## config.mk

```make
export PLATFORM = sky130hd
export DESIGN_NAME = ustt_ram
export DESIGN_NICKNAME = d
export VERILOG_FILES = /design/src/hdl/ustt_ram.sv
export SDC_FILE = /design/constraint.sdc
export NUM_CORES = 1
export LEC_CHECK = 0
export CAP_MARGIN = 25
export CORE_AREA = 2 2 117 119
export DETAILED_ROUTE_END_ITERATION = 12
export DIE_AREA = 0 0 119 121
export DONT_BUFFER_PORTS = 1
export GPL_ROUTABILITY_DRIVEN = 0
export PLACE_DENSITY = 0.64
export SYNTH_ARGS = -nofsm -noshare
export SYNTH_HDL_FRONTEND = slang
export SYNTH_SLANG_ARGS = --single-unit
```

## constraint.sdc

```tcl
create_clock -name aclk -period 4.6 [get_ports aclk]
set_clock_uncertainty 0.15 [all_clocks]
set_input_delay 0 -clock aclk [delete_from_list [all_inputs] [get_ports aclk]]
set_output_delay 0 -clock aclk [all_outputs]
set_load 0.02 [all_outputs]
```

## src/hdl/ustt_ram.sv

```systemverilog
// Generic single-write, single-read RAM with registered read data.
// No dependencies.
module ustt_ram #(
    parameter int unsigned WIDTH = 8,
    parameter int unsigned DEPTH = 16
) (
    input  logic                     aclk,
    input  logic                     wr_en,
    input  logic [$clog2(DEPTH)-1:0] wr_addr,
    input  logic [WIDTH-1:0]         wr_data,
    input  logic [$clog2(DEPTH)-1:0] rd_addr,
    output logic [WIDTH-1:0]         rd_data
);

    logic [WIDTH-1:0] mem [DEPTH];

    always_ff @(posedge aclk) begin
        if (wr_en) begin
            mem[wr_addr] <= wr_data;
        end
        rd_data <= mem[rd_addr];
    end

endmodule

```

==> results by stage, run 1 <==
Floorplan:
- The floorplan step set the die width to roughly 120 um.
- After floorplanning, the core was sized to cover approximately 13000 um^2.
- The die covers roughly 14000 um^2.
- The initial core utilization is between 30% and 40%.
- The floorplan step set the die height to between 100 and 150 um.
- In this run the count of I/O pins placed on the die edge is 26.
- The initialized floorplan defines 42 standard-cell rows.

Pwr:
- Cell internal power was estimated by the tool at approximately 2300 uW.
- The net switching power figure is approximately 560 uW.
- VDD sags by at most roughly 0.00038 V.
- The share of total power in the clock network is between 40% and 50%.
- The fraction of power spent switching nets is 19.16%.
- Sequential cells account for 48.5% of the total power.
- The power per cell area is roughly 470 nW/um^2.
- In this run, the combinational gates consume around 4.4% of the power.
- For this design the static power due to leakage is 0.002027 uW.

Setup path:
- The destination of the worst register-to-register timing path is rd_data[3].
- STA classifies the critical path endpoint as a flip-flop.
- In this run the worst path has a maximum fanout of 1.
- Counting buffers and inverters, the worst setup path is 6 cells deep.
- The worst endpoint required time is 4.74 ns.
- Together, buffers and inverters on the worst path number 3.
- In this run the register-to-register setup slack is 1.60 ns.
- The slowest stage of the critical path is the dlygate4sd3_1 cell.
- The critical path goes through mux4_1 > dlygate4sd3_1 > a22oi_1 > dlygate4sd3_1 > nand2_1 > dlygate4sd3_1.
- The number of cells on the worst reg-to-reg path is 6.
- The delay contributed by the slowest stage of the critical path is 0.58 ns.
- The source of the worst register-to-register timing path is mem[9][3].
- Broken down by cell family, the worst path's largest delay share belongs to buffers and inverters.
- The signal arrival time at the worst endpoint is between 3 and 4 ns.
- The most repeated library cell on the critical path is dlygate4sd3_1.
- The nature of the critical path startpoint is a flip-flop.
- By startpoint and endpoint, the worst setup path is classified as reg -> reg.

Timing:
- The worst path meets setup with about 1.6 ns of slack.
- The total count of max-transition violations in the final report is 0.
- Setup repair after global routing left no endpoint under its margin.
- The post-route minimum period is roughly 3 ns.
- The remaining max-slew budget at the tightest pin is between 30% and 40%.
- The period utilization is between 60% and 70%.
- The number of hold violations in the final report is 0.
- Setup violations remaining at the end of the flow were counted as 0.
- At the pin with the least slew margin, the transition time is 0.9889 ns.
- The post-route worst hold slack is ~0.0065 ns.
- The achievable clock frequency is 333.2 MHz.
- The post-route setup TNS is 0 ns.

Placement:
- Once detailed placement completed, the half-perimeter wirelength came to about 5.8 mm.
- Input and output buffers added on the ports amount to 0.
- Prior to clock tree synthesis, the placed netlist has a worst setup slack of about 2.7 ns.
- The instance area at placement is roughly 5300 um^2.

CTS:
- TritonCTS built the clock tree.
- The clock drives between 100 and 150 sinks.
- The number of buffers added by the clock tree synthesis step is 17.
- The clock tree root buffer cell is clkbuf_16.
- The later pin in the worst-skew pair is clocked with a latency of a little over 0.4 ns.
- After clock tree synthesis, the clock-pin slew on the worst setup and hold paths is ~0.06 ns.
- The number of buffers between clock root and the deepest sink is 2.
- The H-tree was split into 4 levels.

Logic synthesis:
- Sorting the synthesized cells by how often they occur yields edfxtp_1 (128), mux4_2 (18), a22oi_1 (16).
- After technology mapping, the gate count stands at between 200 and 250.
- Summing the areas of all compound-gate instances in the mapped netlist gives around 2.3% of the synthesized area.
- In the post-synthesis netlist, the biggest area contributors are edfxtp_1 (75%), mux4_2 (7.9%), mux4_1 (7.1%).
- The synthesized-area fraction occupied by xor and xnor cells is 0%.
- Summing every instance area after synthesis gives between 5000 and 6000 um^2.
- In the synthesized netlist, mux cells make up 15.02% of the area.
- The fraction of synthesized cell area taken by the top area cell type is 74.67%.
- The dominant combinational cell family by area after synthesis is multiplexers.
- Of all flip-flops after synthesis, the portion carrying an async set or reset was 0%.
- The post-synthesis share of cell area spent on and, or, nand and nor gates is 3.184%.
- Of the total synthesized cell area, the portion taken by full adders, half adders and majority gates is 0%.
- For this run, the leading register cell type out of synthesis is edfxtp_1.
- The synthesized netlist contains 19 unique library cells.
- The Yosys warning count is 0.
- The synthesized area divided by synthesized cell count is between 20 and 25 um^2.
- The sequential element share of the synthesized area is about 80%.
- Summed over all instances, the cell type with the most area after synthesis is edfxtp_1.
- Yosys instantiated no cell more often than edfxtp_1.
- The synthesized design contains roughly 130 enable-type register cells.
- The net count after synthesis is ~250.
- The synthesized design contains around 140 register bits.

Flow run:
- The number of maximum-capacitance violations is 0.

Worst hold path:
- The launch point of the worst hold path is rd_addr[3].
- Counting instances, the worst hold path has a depth of 3.
- The worst hold path belongs to the class in -> reg.
- The end point of the worst hold path is rd_data[1].

GRT:
- The first global-routing pass estimated approximately 15 mm of wire.
- The via count of the first global-routing pass is around 2500.
- The leftover overflow at the end of global routing is 0.
- The number of antenna violations at the first check in global routing is 0.
- Entering global routing, the biggest net connects 33 pins.
- Across every metal layer, demand over resource in global routing totals about 15%.

Route:
- The routed via count is ~2400.
- The first routing iteration left 254 violations.
- In the routed layout, each cell is associated on average with a via count of 5.190.
- After detailed routing, the average wire length per cell comes to around 22 um.
- For this run, design rule violations remaining after detail routing come to 0.
- The first detailed-routing pass took 5 iterations.
- The total wire length is just over 10 mm.
- The detail route stage leaves a number of antenna-violating nets equal to 0.

Cells and area:
- 0 antenna diodes ended up in the layout.
- After routing the design area is between 6000 and 7000 um^2.
- For this run, the post-layout net count is 286.
- The number of filler instances in the final layout is roughly 1100.
- The fraction of layout cells with a size suffix above 1 is 19.22%.
- Compared with the post-synthesis result, the final layout area differs by 20.61%.

Status:
- The run finished with clean final reports.
what timing repair did:
action,CTS,global route
buffers inserted,0,0
resized for setup,0,0
hold endpoints to repair,220,0
hold buffers,27,0
metrics by stage:
stage,std cells,util [%],power (uW)
6_report,457,47.45,2898
5_1_grt,457,47.45,2981
4_1_cts,457,47.45,2918
3_5_place_dp,398,40.53,1505
3_3_place_gp,398,40.53,1502
2_1_floorplan,229,-,1498
layer usage:
metal	up-vias	track usage [%]	part of all wire (%)
met3	4	4.276	7.0
met4	0	4.911	0.52
met5	-	0	0
li1	1053	-	-
met1	1231	20.26	42
met2	84	24.68	50
sequential cells by signal, indices dropped and copies added (netlist names):
register / cells
mem: 128
rd_data: 8
cell families after synthesis:
group | count (synthesis)
multiplexers | 32
buffers and inverters | 10
AO/OA/AOI/OAI | 16
flip-flops | 136
AND/OR/NAND/NOR | 35
placed cells by master, fill, tap and decap left out:
| master | n |
|---|---|
| buf_4 | 3 |
| mux4_2 | 18 |
| nand3_1 | 1 |
| clkbuf_16 | 17 |
| dfxtp_1 | 8 |
| clkinvlp_4 | 2 |
| and2_1 | 1 |
| nand2_1 | 9 |
| nand2b_1 | 2 |
| clkinv_2 | 2 |
| buf_12 | 2 |
| nor2_1 | 13 |
| nand3b_1 | 2 |
| and2b_1 | 1 |
| edfxtp_1 | 128 |
| bufinv_16 | 2 |
| clkbuf_1 | 2 |
| nor2b_1 | 1 |
| mux4_1 | 14 |
| nor3_1 | 4 |
| a22oi_1 | 16 |
| or3b_2 | 1 |
| clkbuf_8 | 7 |
| dlygate4sd3_1 | 25 |
worst max-delay path by stage:
stage	startpoint	end	slack, ns
CTS	mem[11][3]	rd_data[3]	1.63
global route	mem[10][3]	rd_data[3]	1.53
floorplan	wr_addr[2]	mem[0][0]	2.96
detailed placement	wr_addr[2]	mem[0][1]	2.73
finish	mem[9][3]	rd_data[3]	1.60
global placement	wr_addr[2]	mem[0][5]	2.70
area by class of cell:
cell class              instances  area, um^2  area share, %
clock inverters                 6       85.08          1.370
clock buffers                  26       529.3          8.525
repair buffers                 30       312.8          5.038
flip-flops and latches        136        4004          64.49
multi-input cells              83        1057          17.03
well taps                     176       220.2          3.547
worst register-to-register path: cells and delay by family, from the launching register on:
| kind | cells | cell delay [ns] |
|---|---|---|
| buffers and inverters | 3 | 1.70 |
| multiplexers | 1 | 0.48 |
| AND/OR/NAND/NOR | 1 | 0.04 |
| flip-flops | 1 | 0.34 |
| AO/OA/AOI/OAI | 1 | 0.18 |
power groups by stage:
stage          Clock [uW]  Combinational, uW  Sequential (uW)
6_report             1370                127             1400
4_1_cts              1380                129             1410
2_1_floorplan           0               70.3             1430
3_3_place_gp            0               72.9             1430
3_5_place_dp            0               73.9             1430
5_1_grt              1440                138             1410
Power figures use the tool's default switching activity.
==> inputs of run 2 (changes only) <==
- clock period: 4.6 -> 2.9 ns (I/O delays scaled with it)
==> results by stage, run 2 (same netlist as run 1, synthesis figures left out) <==
Pwr:
- The power per cell area is 730.4 nW/um^2 (+56%).
- The fraction of power spent switching nets came to 20.05% (+0.89 points).
- The sequential power share is 49.1% (+0.6 points).
- The share of total power in the clock network came to 46.4% (-0.7 points).
- The maximum vdd ir drop is 0.0005227 V (+37%).
- The internal power summed over all cells is 3626 uW (+55%).
- The reported leakage power was 0.002016 uW (-0.51%).
- The combinational share of power is 4.4% (about the same).
- The net switching power figure was 909.3 uW (+64%).

Worst hold path:
- The class of the tightest hold or removal check is in -> reg.

Cells and area:
- In the layout the commonest cells are edfxtp_1 (128), dlygate4sd3_1 (26), mux4_2 (18).
- The most frequent standard cell in the layout excluding fill and tap cells is edfxtp_1.
- The area added between synthesis and finish is 20.64% (about the same).
- The number of flip-flops under the largest register name is 128 (unchanged).
- The area occupied by registers is 4004 um^2 (unchanged).
- The area used by multi-input combinational logic is 1057 um^2 (unchanged).
- The post-route core utilization came to 47.46% (about the same).
- The register with the most flip-flops is mem.
- The final layout net count is 288 (+0.70%).
- The fraction of layout cells with a size suffix above 1 is 19.08% (-0.14 points).
- The final design area excluding fillers is 6210 um^2 (about the same).
- The number of filler instances in the final layout was 1042 (-0.86%).
- The largest registers in the layout are mem: 128 flops, rd_data: 8 flops.

Status:
- The run finished with clean final reports.

Timing:
- The pin slew with the least headroom to its limit came to 0.9470 ns (-0.04200 ns).
- Setup repair after global routing left no endpoint under its margin.
- The remaining max-slew budget at the tightest pin is 36.64% (+2.8 points).
- The achievable clock frequency is 407.1 MHz (+22%).
- The number of hold violations in the final report is 0 (unchanged).
- The final-report setup violation count is 0 (unchanged).
- The total count of max-transition violations in the final report was 0 (unchanged).
- The post-route worst hold slack was 0.006403 ns (-0.00009914 ns).
- The post-route setup TNS is 0 ns (unchanged).
- The period utilization is 84.69% (+19 points).
- The post-route minimum period is 2.456 ns (-0.5450 ns).

CTS:
- TritonCTS built the clock tree.
- The latest clock arrival within the worst-skew pair is 0.41 ns (about the same).
- The number of buffers between clock root and the deepest sink is 2 (unchanged).
- The clock transition at the registers of the reported paths is 0.06 ns (about the same).
- The number of H-tree branching levels is 4 (unchanged).
- The setup fix buffers added after clock tree synthesis was 0 (unchanged).
- The number of buffers inserted by hold repair at cts was 28 (+3.7%).
- The total of cells resized after clock tree synthesis is 0 (unchanged).
- The number of clock sinks is 136 (unchanged).
- The root buffer cell chosen for the clock tree is clkbuf_16.
- The number of buffers added by the clock tree synthesis step is 17 (unchanged).

Route:
- The initial detailed-routing violation count is 368 (+45%).
- The routed via count came to 2423 (+2.2%).
- The first-pass iteration count of the detailed router is 5 (unchanged).
- The number of nets with antenna violations after routing is 0 (unchanged).
- The post-detailed-route DRC marker count is 0 (unchanged).
- The via count normalized by instance count was 5.256 (+1.3%).
- The wire length per cell is 21.36 um (-3.8%).
- The total wire length came to 9.845 mm (-2.9%).

Setup path:
- The signal arrival time at the worst endpoint is 2.60 ns (-0.54 ns).
- The worst endpoint required time is 3.04 ns (-1.70 ns).
- The cell count of the worst reg-to-reg path was 5 (-1).
- The delay contributed by the slowest stage of the critical path was 0.57 ns (about the same).
- The total stage count of the critical path is 5 (-1).
- The capturing instance or port of the critical path is rd_data[3].
- The startpoint-to-endpoint class of the critical path is reg -> reg.
- The source of the critical timing path is mem[9][3].
- The buffer and inverter count on the worst path came to 2 (-1).
- For this design, the slowest cell found on the critical path is dlygate4sd3_1.
- The worst reg-to-reg setup slack is 0.44 ns (-1.16 ns).
- The source of the worst register-to-register timing path is mem[9][3].
- The signal on the critical path passes through mux4_1 > dlygate4sd3_1 > a22oi_1 > dlygate4sd3_1 > nand2_1.
- STA classifies the critical path endpoint as a flip-flop.
- The top fanout value on the critical path came to 1 (unchanged).
- The most repeated library cell on the critical path is dlygate4sd3_1.
- The worst setup path is launched from a flip-flop.
- The family with the most delay on the worst path is buffers and inverters.
- The destination of the worst register-to-register timing path is rd_data[3].

Floorplan:
- The initial core utilization is 39.34% (unchanged).
- The overall die area was 14400 um^2 (unchanged).
- The width of the die came to 119 um (unchanged).
- The overall die height came to 121 um (unchanged).
- The standard cell core area is 13090 um^2 (unchanged).
- The total I/O pin count came to 26 (unchanged).
- The number of cell rows is 42 (unchanged).

GRT:
- The global-route wire length before repair is 15.45 mm (+0.45%).
- The leftover overflow at the end of global routing came to 0 (unchanged).
- The overall track demand over capacity in global routing is 14.95% (-0.35 points).
- The via count of the first global-routing pass is 2548 (+0.079%).
- The pin count of the biggest net entering global routing was 33 (unchanged).
- The number of antenna violations at the first check in global routing is 2 (+2).

Placement:
- The post-DP HPWL is 5.701 mm (-1.3%).
- The count of input and output buffers is 0 (unchanged).
- The instance area at placement is 5311 um^2 (+0.14%).

Flow run:
- The number of maximum-capacitance violations is 0 (unchanged).
run 2: cell count changes in the layout (fill, tap and decap cells not counted), sizes merged:
cell and change:
clkbuf -9, clkinv +6, clkinvlp +2, diode +2
buf +1, bufinv +1, dlygate4sd3 +1
run 2: how the worst min path moves through the flow:
stage                endpoint  depth (start not counted)  slack, ns       start
finish              mem[5][7]                          2      0.006  wr_addr[3]
global route        mem[8][4]                          3       0.03  wr_addr[2]
CTS                 mem[7][1]                          2      0.004  wr_addr[3]
detailed placement  mem[6][0]                          0      -0.05  wr_data[0]
global placement    mem[4][0]                          0      -0.05  wr_data[0]
floorplan           mem[0][0]                          0      -0.05  wr_data[0]
run 2: stage by stage:
step,instances,setup WS [ns],total power [uW]
floorplan,229,1.257,2376
global placement,399,1.331,2381
detailed placement,399,1.251,2385
CTS,459,0.4468,4565
global route,461,0.3271,4666
finish,461,0.4439,4536
run 2: layer usage:
metal	GRT usage, %	vias up	share of wire [%]
met5	0	-	0
met4	4.911	0	1.2
met3	5.263	10	5.9
met2	22.59	77	48
met1	20.37	1275	45
li1	-	1061	-
run 2: final cells by class:
type / instances / share of cell area, %
Sequential cell: 136 / 64.48
Multi-Input combinational cell: 83 / 17.03
Clock buffer: 17 / 6.851
Timing Repair Buffer: 32 / 5.440
Tap cell: 176 / 3.546
Clock inverter: 15 / 2.579
Antenna cell: 2 / 0.08060
run 2: power groups by stage:
| stage | combinational [uW] | clock [uW] | sequential [uW] |
|---|---|---|---|
| 6_report | 200 | 2110 | 2230 |
| 5_1_grt | 218 | 2210 | 2230 |
| 4_1_cts | 202 | 2130 | 2230 |
| 3_5_place_dp | 115 | 0 | 2270 |
| 3_3_place_gp | 113 | 0 | 2270 |
| 2_1_floorplan | 112 | 0 | 2260 |
